`src/rtl/core/bpim_pkg.sv`:
```
// Shared types and codes for the block partition index map.
`default_nettype none

package bpim_pkg;

	// Operation codes carried by the kind field.
	localparam logic [1:0] KIND_WRITE   = 2'd0;
	localparam logic [1:0] KIND_REBUILD = 2'd1;
	localparam logic [1:0] KIND_LOCATE  = 2'd2;
	localparam logic [1:0] KIND_GLOBAL  = 2'd3;

	// Result status codes.
	localparam logic [1:0] STAT_OK      = 2'd0;
	localparam logic [1:0] STAT_RANGE   = 2'd1;
	localparam logic [1:0] STAT_UNBUILT = 2'd2;

	// Configuration register indexes.
	localparam logic [1:0] CFG_MY_PART   = 2'd0;
	localparam logic [1:0] CFG_NUM_PARTS = 2'd1;
	localparam logic [1:0] CFG_TOTAL     = 2'd2;

	// Offset table read address selects.
	localparam logic [1:0] RD_N   = 2'd0;
	localparam logic [1:0] RD_MY  = 2'd1;
	localparam logic [1:0] RD_MY1 = 2'd2;
	localparam logic [1:0] RD_MID = 2'd3;

	localparam logic [30:0] SAT31 = 31'h7FFF_FFFF;

	typedef struct packed {
		logic       accept;
		logic       rb_init;
		logic       rb_step;
		logic [1:0] rd_sel;
		logic       cap_lim;
		logic       cap_lo;
		logic       cap_hi;
		logic       srch_cmp;
		logic       finish;
	} cmd_t;

	typedef struct packed {
		logic built;
		logic rb_last;
		logic range_err;
		logic srch_done;
	} sts_t;

endpackage

`default_nettype wire

```
`src/rtl/core/bpim_ctrl.sv`:
```
// Controller state machine for the block partition index map.
`default_nettype none

module bpim_ctrl (
	input  wire logic            clk,
	input  wire logic            arst_n,
	input  wire logic            start,
	input  wire logic [1:0]      kind,
	input  wire bpim_pkg::sts_t  sts,
	output bpim_pkg::cmd_t       cmd,
	output logic                 busy
);
	import bpim_pkg::*;

	localparam logic [3:0] S_IDLE     = 4'd0;
	localparam logic [3:0] S_RB0      = 4'd1;
	localparam logic [3:0] S_RB       = 4'd2;
	localparam logic [3:0] S_RD_N     = 4'd3;
	localparam logic [3:0] S_RD_MY    = 4'd4;
	localparam logic [3:0] S_RD_MY1   = 4'd5;
	localparam logic [3:0] S_CAP_HI   = 4'd6;
	localparam logic [3:0] S_SRCH_RD  = 4'd7;
	localparam logic [3:0] S_SRCH_CMP = 4'd8;
	localparam logic [3:0] S_FIN      = 4'd9;

	logic [3:0] state_q;
	logic [3:0] state_d;
	logic [1:0] kind_q;

	always_comb begin
		cmd = '0;
		cmd.rd_sel = RD_N;
		state_d = state_q;
		case (state_q)
			S_IDLE: begin
				if (start) begin
					cmd.accept = 1'b1;
					if (kind == KIND_WRITE) begin
						state_d = S_FIN;
					end else if (kind == KIND_REBUILD) begin
						state_d = S_RB0;
					end else if ((kind inside {KIND_LOCATE, KIND_GLOBAL}) && sts.built) begin
						state_d = (kind == KIND_LOCATE) ? S_RD_N : S_RD_MY;
					end else begin
						state_d = S_FIN;
					end
				end
			end
			S_RB0: begin
				cmd.rb_init = 1'b1;
				state_d = S_RB;
			end
			S_RB: begin
				cmd.rb_step = 1'b1;
				if (sts.rb_last) begin
					state_d = S_FIN;
				end
			end
			S_RD_N: begin
				cmd.rd_sel = RD_N;
				state_d = S_RD_MY;
			end
			S_RD_MY: begin
				cmd.rd_sel = RD_MY;
				cmd.cap_lim = 1'b1;
				state_d = S_RD_MY1;
			end
			S_RD_MY1: begin
				cmd.rd_sel = RD_MY1;
				cmd.cap_lo = 1'b1;
				state_d = S_CAP_HI;
			end
			S_CAP_HI: begin
				cmd.cap_hi = 1'b1;
				if (kind_q == KIND_LOCATE && !sts.range_err) begin
					state_d = S_SRCH_RD;
				end else begin
					state_d = S_FIN;
				end
			end
			S_SRCH_RD: begin
				if (sts.srch_done) begin
					state_d = S_FIN;
				end else begin
					cmd.rd_sel = RD_MID;
					state_d = S_SRCH_CMP;
				end
			end
			S_SRCH_CMP: begin
				cmd.srch_cmp = 1'b1;
				state_d = S_SRCH_RD;
			end
			S_FIN: begin
				cmd.finish = 1'b1;
				state_d = S_IDLE;
			end
			default: begin
				state_d = S_IDLE;
			end
		endcase
	end

	always_ff @(posedge clk or negedge arst_n) begin
		if (!arst_n) begin
			state_q <= S_IDLE;
			kind_q <= KIND_WRITE;
		end else begin
			state_q <= state_d;
			if (cmd.accept) begin
				kind_q <= kind;
			end
		end
	end

	assign busy = (state_q != S_IDLE);

	// Every item leaves through the finish state.
	a_idle_after_fin: assert property (@(posedge clk) disable iff (!arst_n)
		$fell(busy) |-> $past(state_q) == S_FIN)
		else $error("controller went idle without a finish step");

endmodule

`default_nettype wire

```
`src/rtl/core/bpim_dp.sv`:
```
// Datapath of the block partition index map: registers, tables, search and result logic.
`default_nettype none

module bpim_dp #(
	parameter int MAX_PARTS = 16
) (
	input  wire logic                clk,
	input  wire logic                arst_n,
	input  wire bpim_pkg::cmd_t      cmd,
	output bpim_pkg::sts_t           sts,
	input  wire logic [1:0]          kind,
	input  wire logic [3:0]          part_index,
	input  wire logic [30:0]         item_count,
	input  wire logic signed [31:0]  query_index,
	input  wire logic                cfg_wr,
	input  wire logic [1:0]          cfg_index,
	input  wire logic [30:0]         cfg_data,
	output logic                     done,
	output logic [1:0]               status,
	output logic [3:0]               owner,
	output logic [30:0]              offset_in_owner,
	output logic                     is_mine,
	output logic [30:0]              global_index
);
	import bpim_pkg::*;

	localparam int CNT_AW = (MAX_PARTS > 1) ? $clog2(MAX_PARTS) : 1;
	localparam int OFF_AW = $clog2(MAX_PARTS + 1);
	localparam int OFF_DEPTH = MAX_PARTS + 1;

	// Configuration registers.
	logic [3:0]  cfg_my_q;
	logic [4:0]  cfg_parts_q;
	logic [30:0] cfg_total_q;

	// Latched item.
	logic [1:0]  kind_q;
	logic [31:0] q_q;
	logic        part_err_q;

	// Count table with per-entry valid bits.
	logic [30:0]         cnt_mem [MAX_PARTS];
	logic [MAX_PARTS-1:0] cnt_vld_q;
	logic [30:0]         cnt_rd_q;
	logic                cnt_rd_vld_q;
	logic [CNT_AW-1:0]   cnt_rd_addr;
	logic [CNT_AW-1:0]   cnt_wr_addr;
	logic                cnt_we;

	// Offset table.
	logic [30:0]       off_mem [OFF_DEPTH];
	logic [30:0]       off_rd_q;
	logic [OFF_AW-1:0] off_rd_addr;
	logic [OFF_AW-1:0] off_wr_addr;
	logic [30:0]       off_wr_data;
	logic              off_we;

	// Rebuild walk.
	logic [CNT_AW-1:0] k_q;
	logic [30:0]       acc_q;
	logic              built_q;
	logic [30:0]       cnt_val;
	logic [31:0]       rb_sum;
	logic [30:0]       rb_sat;
	logic [30:0]       rb_next;
	logic              rb_last;

	// Lookup registers.
	logic [30:0]       lim_q;
	logic [30:0]       own_lo_q;
	logic [30:0]       own_hi_q;
	logic [OFF_AW-1:0] lo_q;
	logic [OFF_AW-1:0] hi_q;
	logic [30:0]       lo_val_q;

	logic [OFF_AW-1:0] n_eff;
	logic              own_used;
	logic [OFF_AW-1:0] my_addr;
	logic [OFF_AW-1:0] my1_addr;
	logic [OFF_AW:0]   mid_sum;
	logic [OFF_AW-1:0] mid;
	logic              q_neg;
	logic [30:0]       q_low;
	logic [31:0]       glob_sum;
	logic              glob_fit;
	logic              range_err;
	logic              mine;

	logic [1:0]  res_status;
	logic [3:0]  res_owner;
	logic [30:0] res_off;
	logic        res_mine;
	logic [30:0] res_glob;

	always_ff @(posedge clk or negedge arst_n) begin
		if (!arst_n) begin
			cfg_my_q <= '0;
			cfg_parts_q <= 5'd1;
			cfg_total_q <= '0;
		end else if (cfg_wr) begin
			case (cfg_index)
				CFG_MY_PART:   cfg_my_q <= cfg_data[3:0];
				CFG_NUM_PARTS: cfg_parts_q <= cfg_data[4:0];
				CFG_TOTAL:     cfg_total_q <= cfg_data;
				default: begin
				end
			endcase
		end
	end

	// Partitions in use, clamped to between one and the table size.
	always_comb begin
		if (cfg_parts_q == '0) begin
			n_eff = OFF_AW'(1);
		end else if (32'(cfg_parts_q) > MAX_PARTS) begin
			n_eff = OFF_AW'(MAX_PARTS);
		end else begin
			n_eff = OFF_AW'(cfg_parts_q);
		end
	end

	assign own_used = (32'(cfg_my_q) < 32'(n_eff));
	assign my_addr  = own_used ? OFF_AW'(cfg_my_q) : '0;
	assign my1_addr = own_used ? OFF_AW'(cfg_my_q) + 1'b1 : '0;
	assign mid_sum  = {1'b0, lo_q} + {1'b0, hi_q} + 1'b1;
	assign mid      = mid_sum[OFF_AW:1];

	always_comb begin
		case (cmd.rd_sel)
			RD_N:    off_rd_addr = n_eff;
			RD_MY:   off_rd_addr = my_addr;
			RD_MY1:  off_rd_addr = my1_addr;
			RD_MID:  off_rd_addr = mid;
			default: off_rd_addr = n_eff;
		endcase
	end

	// Rebuild arithmetic.
	assign rb_last     = (k_q == CNT_AW'(MAX_PARTS - 1));
	assign cnt_val     = cnt_rd_vld_q ? cnt_rd_q : '0;
	assign rb_sum      = {1'b0, acc_q} + {1'b0, cnt_val};
	assign rb_sat      = rb_sum[31] ? SAT31 : rb_sum[30:0];
	assign rb_next     = (32'(k_q) < 32'(n_eff)) ? rb_sat : acc_q;
	assign cnt_rd_addr = (cmd.rb_init || rb_last) ? '0 : k_q + 1'b1;
	assign cnt_we      = cmd.accept && (kind == KIND_WRITE) && (32'(part_index) < MAX_PARTS);
	assign cnt_wr_addr = CNT_AW'(part_index);
	assign off_we      = cmd.rb_init || cmd.rb_step;
	assign off_wr_addr = cmd.rb_init ? '0 : OFF_AW'(k_q) + 1'b1;
	assign off_wr_data = cmd.rb_init ? '0 : rb_next;

	always_ff @(posedge clk) begin
		if (cnt_we) begin
			cnt_mem[cnt_wr_addr] <= item_count;
		end
		cnt_rd_q <= cnt_mem[cnt_rd_addr];
		cnt_rd_vld_q <= cnt_vld_q[cnt_rd_addr];
	end

	always_ff @(posedge clk) begin
		if (off_we) begin
			off_mem[off_wr_addr] <= off_wr_data;
		end
		off_rd_q <= off_mem[off_rd_addr];
	end

	always_ff @(posedge clk or negedge arst_n) begin
		if (!arst_n) begin
			cnt_vld_q <= '0;
			built_q <= 1'b0;
		end else begin
			if (cnt_we) begin
				cnt_vld_q[cnt_wr_addr] <= 1'b1;
			end
			if (cmd.rb_step && rb_last) begin
				built_q <= 1'b1;
			end
		end
	end

	// Query checks.
	assign q_neg    = q_q[31];
	assign q_low    = q_q[30:0];
	assign glob_sum = {1'b0, own_lo_q} + {1'b0, q_low};
	assign glob_fit = (glob_sum < {1'b0, own_hi_q});
	assign range_err = (kind_q == KIND_GLOBAL) ? (q_neg || !own_used || !glob_fit)
		: (q_neg || (q_low >= lim_q));
	assign mine = !q_neg && own_used && (q_low >= own_lo_q) && (q_low < own_hi_q);

	always_ff @(posedge clk) begin
		if (cmd.accept) begin
			kind_q <= kind;
			q_q <= query_index;
			part_err_q <= !(32'(part_index) < MAX_PARTS);
		end
		if (cmd.rb_init) begin
			k_q <= '0;
			acc_q <= '0;
		end else if (cmd.rb_step) begin
			k_q <= k_q + 1'b1;
			acc_q <= rb_next;
		end
		if (cmd.cap_lim) begin
			lim_q <= (cfg_total_q != '0) ? cfg_total_q : off_rd_q;
		end
		if (cmd.cap_lo) begin
			own_lo_q <= off_rd_q;
		end
		if (cmd.cap_hi) begin
			own_hi_q <= off_rd_q;
			lo_q <= '0;
			hi_q <= n_eff - 1'b1;
			lo_val_q <= '0;
		end else if (cmd.srch_cmp) begin
			if (off_rd_q <= q_low) begin
				lo_q <= mid;
				lo_val_q <= off_rd_q;
			end else begin
				hi_q <= mid - 1'b1;
			end
		end
	end

	assign sts.built     = built_q;
	assign sts.rb_last   = rb_last;
	assign sts.range_err = range_err;
	assign sts.srch_done = (lo_q == hi_q);

	always_comb begin
		res_status = STAT_OK;
		res_owner = '0;
		res_off = '0;
		res_mine = 1'b0;
		res_glob = '0;
		case (kind_q)
			KIND_WRITE: begin
				res_status = part_err_q ? STAT_RANGE : STAT_OK;
			end
			KIND_REBUILD: begin
				res_status = STAT_OK;
			end
			KIND_LOCATE: begin
				if (!built_q) begin
					res_status = STAT_UNBUILT;
				end else begin
					res_mine = mine;
					if (range_err) begin
						res_status = STAT_RANGE;
					end else begin
						res_owner = 4'(lo_q);
						res_off = q_low - lo_val_q;
					end
				end
			end
			default: begin
				if (!built_q) begin
					res_status = STAT_UNBUILT;
				end else if (range_err) begin
					res_status = STAT_RANGE;
				end else begin
					res_glob = glob_sum[30:0];
				end
			end
		endcase
	end

	always_ff @(posedge clk or negedge arst_n) begin
		if (!arst_n) begin
			done <= 1'b0;
		end else begin
			done <= cmd.finish;
		end
	end

	always_ff @(posedge clk) begin
		if (cmd.finish) begin
			status <= res_status;
			owner <= res_owner;
			offset_in_owner <= res_off;
			is_mine <= res_mine;
			global_index <= res_glob;
		end
	end

	a_search_open: assert property (@(posedge clk) disable iff (!arst_n)
		cmd.srch_cmp |-> lo_q < hi_q)
		else $error("search step issued on a closed interval");

	a_owner_sound: assert property (@(posedge clk) disable iff (!arst_n)
		(cmd.finish && kind_q == KIND_LOCATE && built_q && !range_err)
		|-> (lo_val_q <= q_low) && (32'(lo_q) < 32'(n_eff)))
		else $error("owner start above the index or owner beyond partitions in use");

	a_rebuild_walk: assert property (@(posedge clk) disable iff (!arst_n)
		(cmd.rb_step && !rb_last) |=> cmd.rb_step && (k_q == $past(k_q) + 1'b1))
		else $error("rebuild walk broke off early");

endmodule

`default_nettype wire

```
`src/rtl/core/block_partition_index_map_core.sv`:
```
// Top level of the block partition index map: controller, datapath and configuration port.
`default_nettype none

// Block-distribution owner lookup over up to MAX_PARTS partitions. Each item is taken
// at a clock edge where start is high and busy is low; busy then stays high until the
// item's single result has been formed, and the result appears on the result ports for
// exactly one cycle with done high. The receiver cannot hold a result off, so it must
// take the transfer in that cycle. A new item may be started in the same cycle that
// done is high. A count write, and a locate or globalize on a map that was never rebuilt,
// go straight from acceptance to the finish step. A globalize reads the offset table at
// its own partition and the one after it before finishing; a locate also reads the entry
// at the partition count first and, unless the index is out of range, then runs a binary
// search over the offset table, each probe a read followed by a compare. The search needs
// at most ceil(log2(n)) probes for n partitions in use; the table has a single registered
// read port. A rebuild walks the count table one entry per cycle, saturating the running
// prefix sum at 2^31-1. No clearing pass follows reset: count entries carry valid bits,
// and the offset table is only consulted once a rebuild has filled it. Configuration
// writes (my_partition, num_parts, total_items at indexes 0, 1, 2) are always accepted,
// cfg_ready being tied high; a write to index 3 is dropped. Registers should only be
// changed while no item is in flight.
module block_partition_index_map_core #(
	parameter int MAX_PARTS = 16
) (
	input  wire logic               clk,
	input  wire logic               arst_n,
	input  wire logic               start,
	output logic                    busy,
	input  wire logic [1:0]         kind,
	input  wire logic [3:0]         part_index,
	input  wire logic [30:0]        item_count,
	input  wire logic signed [31:0] query_index,
	input  wire logic               cfg_valid,
	output logic                    cfg_ready,
	input  wire logic [1:0]         cfg_index,
	input  wire logic [30:0]        cfg_data,
	output logic                    done,
	output logic [1:0]              status,
	output logic [3:0]              owner,
	output logic [30:0]             offset_in_owner,
	output logic                    is_mine,
	output logic [30:0]             global_index
);
	import bpim_pkg::*;

	cmd_t cmd;
	sts_t sts;
	logic cfg_wr;

	// The register file never stalls a configuration transfer.
	assign cfg_ready = 1'b1;
	assign cfg_wr = cfg_valid && cfg_ready;

	// The controller sequences reads of the offset table, the rebuild walk and the
	// search probes; it sees the datapath only through the status bundle.
	bpim_ctrl u_ctrl (
		.clk    (clk),
		.arst_n (arst_n),
		.start  (start),
		.kind   (kind),
		.sts    (sts),
		.cmd    (cmd),
		.busy   (busy)
	);

	// The datapath holds the tables, the configuration registers and the result register.
	bpim_dp #(
		.MAX_PARTS (MAX_PARTS)
	) u_dp (
		.clk             (clk),
		.arst_n          (arst_n),
		.cmd             (cmd),
		.sts             (sts),
		.kind            (kind),
		.part_index      (part_index),
		.item_count      (item_count),
		.query_index     (query_index),
		.cfg_wr          (cfg_wr),
		.cfg_index       (cfg_index),
		.cfg_data        (cfg_data),
		.done            (done),
		.status          (status),
		.owner           (owner),
		.offset_in_owner (offset_in_owner),
		.is_mine         (is_mine),
		.global_index    (global_index)
	);

endmodule

`default_nettype wire
```
`config.mk`:
```
export PLATFORM = sky130hd
export DESIGN_NAME = block_partition_index_map_core
export DESIGN_NICKNAME = d
export VERILOG_FILES = /design/src/rtl/core/bpim_pkg.sv /design/src/rtl/core/bpim_ctrl.sv /design/src/rtl/core/bpim_dp.sv /design/src/rtl/core/block_partition_index_map_core.sv
export SDC_FILE = /design/constraint.sdc
export NUM_CORES = 2
export LEC_CHECK = 0
export BUFFER_PORTS_ARGS = -buffer_cell sky130_fd_sc_hd__buf_4
export CORE_ASPECT_RATIO = 0.75
export CORE_MARGIN = 3
export CORE_UTILIZATION = 35
export DETAILED_ROUTE_END_ITERATION = 12
export GPL_ROUTABILITY_DRIVEN = 0
export PLACE_DENSITY_LB_ADDON = 0.08
export SKIP_CTS_REPAIR_TIMING = 1
export SLEW_MARGIN = 10
export SYNTH_ARGS = -nofsm -noshare
export SYNTH_HDL_FRONTEND = slang
export SYNTH_SLANG_ARGS = --single-unit
```
`constraint.sdc`:
```
create_clock -name clk -period 9.9 [get_ports clk]
set_input_delay 1.98 -clock clk [delete_from_list [all_inputs] [get_ports clk]]
set_output_delay 1.98 -clock clk [all_outputs]
set_load 0.005 [all_outputs]
```
==> results by group <==
Logic synthesis
  – Netlist cell types: 88
  – Post-synth EDFFs: 1,224
  – Cells after Synth: between 5,000 and 6,000
  – Area leader, netlist: edfxtp_1
  – Mux contribution to synthesized area: 0.00887
  – Largest cells by area after synthesis: edfxtp_1, ha_1, nand2_1, dfxtp_1, dfrtp_1
  – Complex-gate fraction of the synthesized area: 0.122
  – Yosys top cell area share: 0.586
  – Ys Warns: 0
  – Asr flop ratio synth: 0.0450
  – Synth Area per Inst: 12.3 um^2
  – Cell Area, Synth: 62,800 um^2
  – Post-synthesis register bit count: 1,422
  – Syn nets: 5,478
  – Post-synthesis adder-cell area fraction: 0.0537
  – Largest family of logic cells by synthesized area: compound AO/OA/AOI/OAI gates
  – Synth Area in Simple Gates: 0.119
  – Post-Synth XOR/XNOR Area: 0.0123
  – Seq/Total Area, Yosys: 0.654
  – Top FF cell, synth: edfxtp_1

Detailed routing
  – Final antenna-violating net count: 0
  – Remaining DRCs: 0
  – Pre-Repair DR Iteration Count: 6
  – WL/cell: between 20 and 30 um
  – Vias/cell: 5.37
  – Via count: 41,700
  – Detailed Route Iter0 Violations: 3,648
  – Final wirelength: 199,000 um

Die
  – Rows: between 100 and 150
  – DIE WIDTH: between 400 and 500 um
  – I/O Pins: 178
  – Die H: 373 um
  – Initial Utilization: 0.355
  – Core area: 177,000 um^2
  – Die area: 184,000 um^2

Clock network
  – CTS H-tree depth: 4
  – Clock Root Buffer: clkbuf_16
  – Clock latency on the worst-skew pair: around 0.8 ns
  – Clock sinks: 1,422
  – Clock-pin slew on the worst setup and hold paths: 0.06 ns
  – TritonCTS clock tree: built
  – Clock tree buffer depth: 3
  – Clock buffer count from CTS: 153

Run status
  – Status: finished clean

Timing
  – Worst Tran Pin Value: approximately 1.2 ns
  – Setup violators final: 0
  – Post-route minimum period: about 6.4 ns
  – Final TNS setup: 0 ns
  – Clk_skew: 0.0284 ns
  – Slew margin rel.: 0.200
  – Fmax: 156 MHz
  – RSZ-0062 raised after global routing: false
  – Crit share post-route: 0.649
  – Count of final max-slew check failures: 0
  – Fin. Hold Viols: 0

Critical path
  – Crit. End Element: flip-flop
  – Crit path DAT: roughly 7.1 ns
  – Critical path launch point type: flip-flop
  – WS Path Type: flip-flop to flip-flop
  – WP data required: 10.54 ns
  – Crit-path max FO: 32

Global route
  – Met2 Usage GRT: 0.316
  – Most Crowded Layer GR: met1
  – GRT met3 Usage: 0.0293
  – Met1 Resource Use GR: 0.324
  – Initial antenna violation count: 9
  – Vias in the first global route: 40,200
  – First-pass GRT wire length: 288,000 um
  – All-Layer GR Usage: 0.211
  – Largest net degree at the start of global routing: 129
  – Overflow after GRT: 0

Placement
  – Final HPWL DP: 121,000 um
  – IO Port Bufs: 176
  – Post-place instance area: around 67,000 um^2

Layout
  – Area delta synth->final: 15.0%
  – Fin area: 72,200 um^2
  – Fin util: 0.408
  – Final nets: between 5,000 and 6,000
  – Layout cells sized above 1: 0.129

Flow run
  – Max-Cap Viols: 0

Min path
  – Hold crit path type: flip-flop to flip-flop

Power and ir drop
  – Power, Total: 0.0223 W
  – Power Density: 308 nW/um^2
  – P_leak: around 26 nW
  – Peak VDD IR: 0.000274 V
[registers in the layout, summed over array words and instances, names as in the netlist, 5 cells and up]
signal / count
u_dp.cfg_total_q: 31
u_dp.off_mem: 527
u_dp.hi_q: 5
u_dp.off_rd_q: 31
u_dp.own_lo_q: 31
u_dp.q_q: 32
u_dp.lo_q: 5
u_dp.lo_val_q: 31
u_dp.cnt_rd_q: 31
u_dp.cnt_mem: 496
u_dp.lim_q: 31
u_dp.own_hi_q: 31
u_dp.cnt_vld_q: 16
u_dp.cfg_parts_q: 5
u_dp.offset_in_owner: 31
u_dp.acc_q: 31
u_dp.global_index: 31
[logic make-up (layout without fill, tap and decap cells)]
group,count (synthesis),after routing
other,1,3
adders and majority gates,267,267
muxes,50,50
buffers and inverters,489,783
xor gates and xnor gates,88,88
and+or+nand+nor,1637,1637
DFF,1422,1422
AOI/OAI and AO/OA,1151,1151
[final cells by class]
cell class	count	area, um^2
Fill cell	16600	105000
Sequential cell	1422	41000
Multi-Input combinational cell	3194	20300
Clock buffer	204	4230
Tap cell	2362	2960
Timing Repair Buffer	282	2140
Inverter	215	807
Clock inverter	82	743
Antenna cell	2	5.00
[cells in the final DEF, fill, tap and decap left out, types with 53 or more instances in the layout]
master / synthesis / final
a211oi_1: 110 / 109
a21o_1: 80 / 80
a21oi_1: 255 / 250
a311oi_1: 65 / 64
a31oi_1: 150 / 149
and3_1: 137 / 134
buf_4: 3 / 280
clkbuf_16: 0 / 153
dfrtp_1: 63 / 63
dfxtp_1: 134 / 134
edfxtp_1: 1224 / 1224
ha_1: 263 / 263
inv_1: 214 / 212
nand2_1: 811 / 808
nand3_1: 158 / 156
nor2_1: 207 / 173
nor2b_1: 56 / 56
nor3_1: 74 / 66
o21ai_0: 178 / 177
o22ai_1: 74 / 74
xnor2_1: 53 / 53
[synthesized netlist by cell type, types with 31 or more instances]
master       n
o32ai_1     31
nor2_1     207
o31ai_1     37
clkbuf_1   220
buf_2       40
nor3_1      74
edfxtp_1  1224
xnor2_1     53
o22ai_1     74
a31oi_1    150
o21ai_0    178
nand3_1    158
a311oi_1    65
dfrtp_1     63
a21oi_1    255
nand2_1    811
o211ai_1    43
dfxtp_1    134
a21o_1      80
inv_1      214
xor2_1      35
a211oi_1   110
and3_1     137
mux2_2      45
nor2b_1     56
nand4_1     33
and2_1      37
ha_1       263
[where the power goes]
group          internal (W)  total (W)  switching [W]
Sequential          0.00798    0.00859       0.000612
Clock               0.00324    0.00572        0.00248
Combinational       0.00252    0.00795        0.00543
[path summary, 6_finish.rpt]
path / from / to / slack [ns] / cells past startpoint
max: u_dp.q_q[1] / u_dp.offset_in_owner[22] / 3.47 / 23
min: u_dp.cnt_vld_q[14] / u_dp.cnt_vld_q[14] / 0.47 / 1
max reg2reg: u_dp.q_q[1] / u_dp.offset_in_owner[22] / 3.47 / 23
min reg2reg: u_dp.cnt_vld_q[14] / u_dp.cnt_vld_q[14] / 0.47 / 1
max in group asynchronous: arst_n / u_dp.cnt_vld_q[1] / 7.72 / 2
min in group asynchronous: arst_n / u_dp.cfg_total_q[10] / 1.06 / 1
[worst max-delay path, cell delays in order, from the launching register on]
cell	delay [ns]
edfxtp_1	0.48
inv_1	0.15
fa_1	0.45
o21bai_1	0.20
o211ai_1	0.14
a21oi_1	0.24
o41ai_1	0.10
buf_4	0.16
o221ai_1	0.22
nand2_1	0.18
o31ai_1	0.64
a21oi_1	0.24
xnor2_1	0.19
ha_1	0.31
a21oi_1	0.15
a21o_1	0.12
a21oi_1	0.06
a2111o_1	0.29
a2111oi_2	0.34
a32oi_1	0.31
or2_2	0.48
buf_4	0.28
a221oi_1	0.27
o311a_1	0.22
[routing by layer]
layer / wire (um) / part of all wire / up-vias
met5: 0 / 0 / -
met4: 3530 / 0.018 / 0
met3: 9700 / 0.049 / 209
met2: 86900 / 0.44 / 1100
met1: 99400 / 0.50 / 21000
li1: - / - / 19400
[stage by stage]
stage,hold WS [ns],worst slack (ns),std cells
floorplan,0.434,4.45,5105
global placement,0.449,3.57,7475
detailed placement,0.451,3.53,7475
CTS,0.468,3.50,7761
global route,0.478,3.02,7761
finish,0.467,3.47,7763
Power figures use the tool's default switching activity.
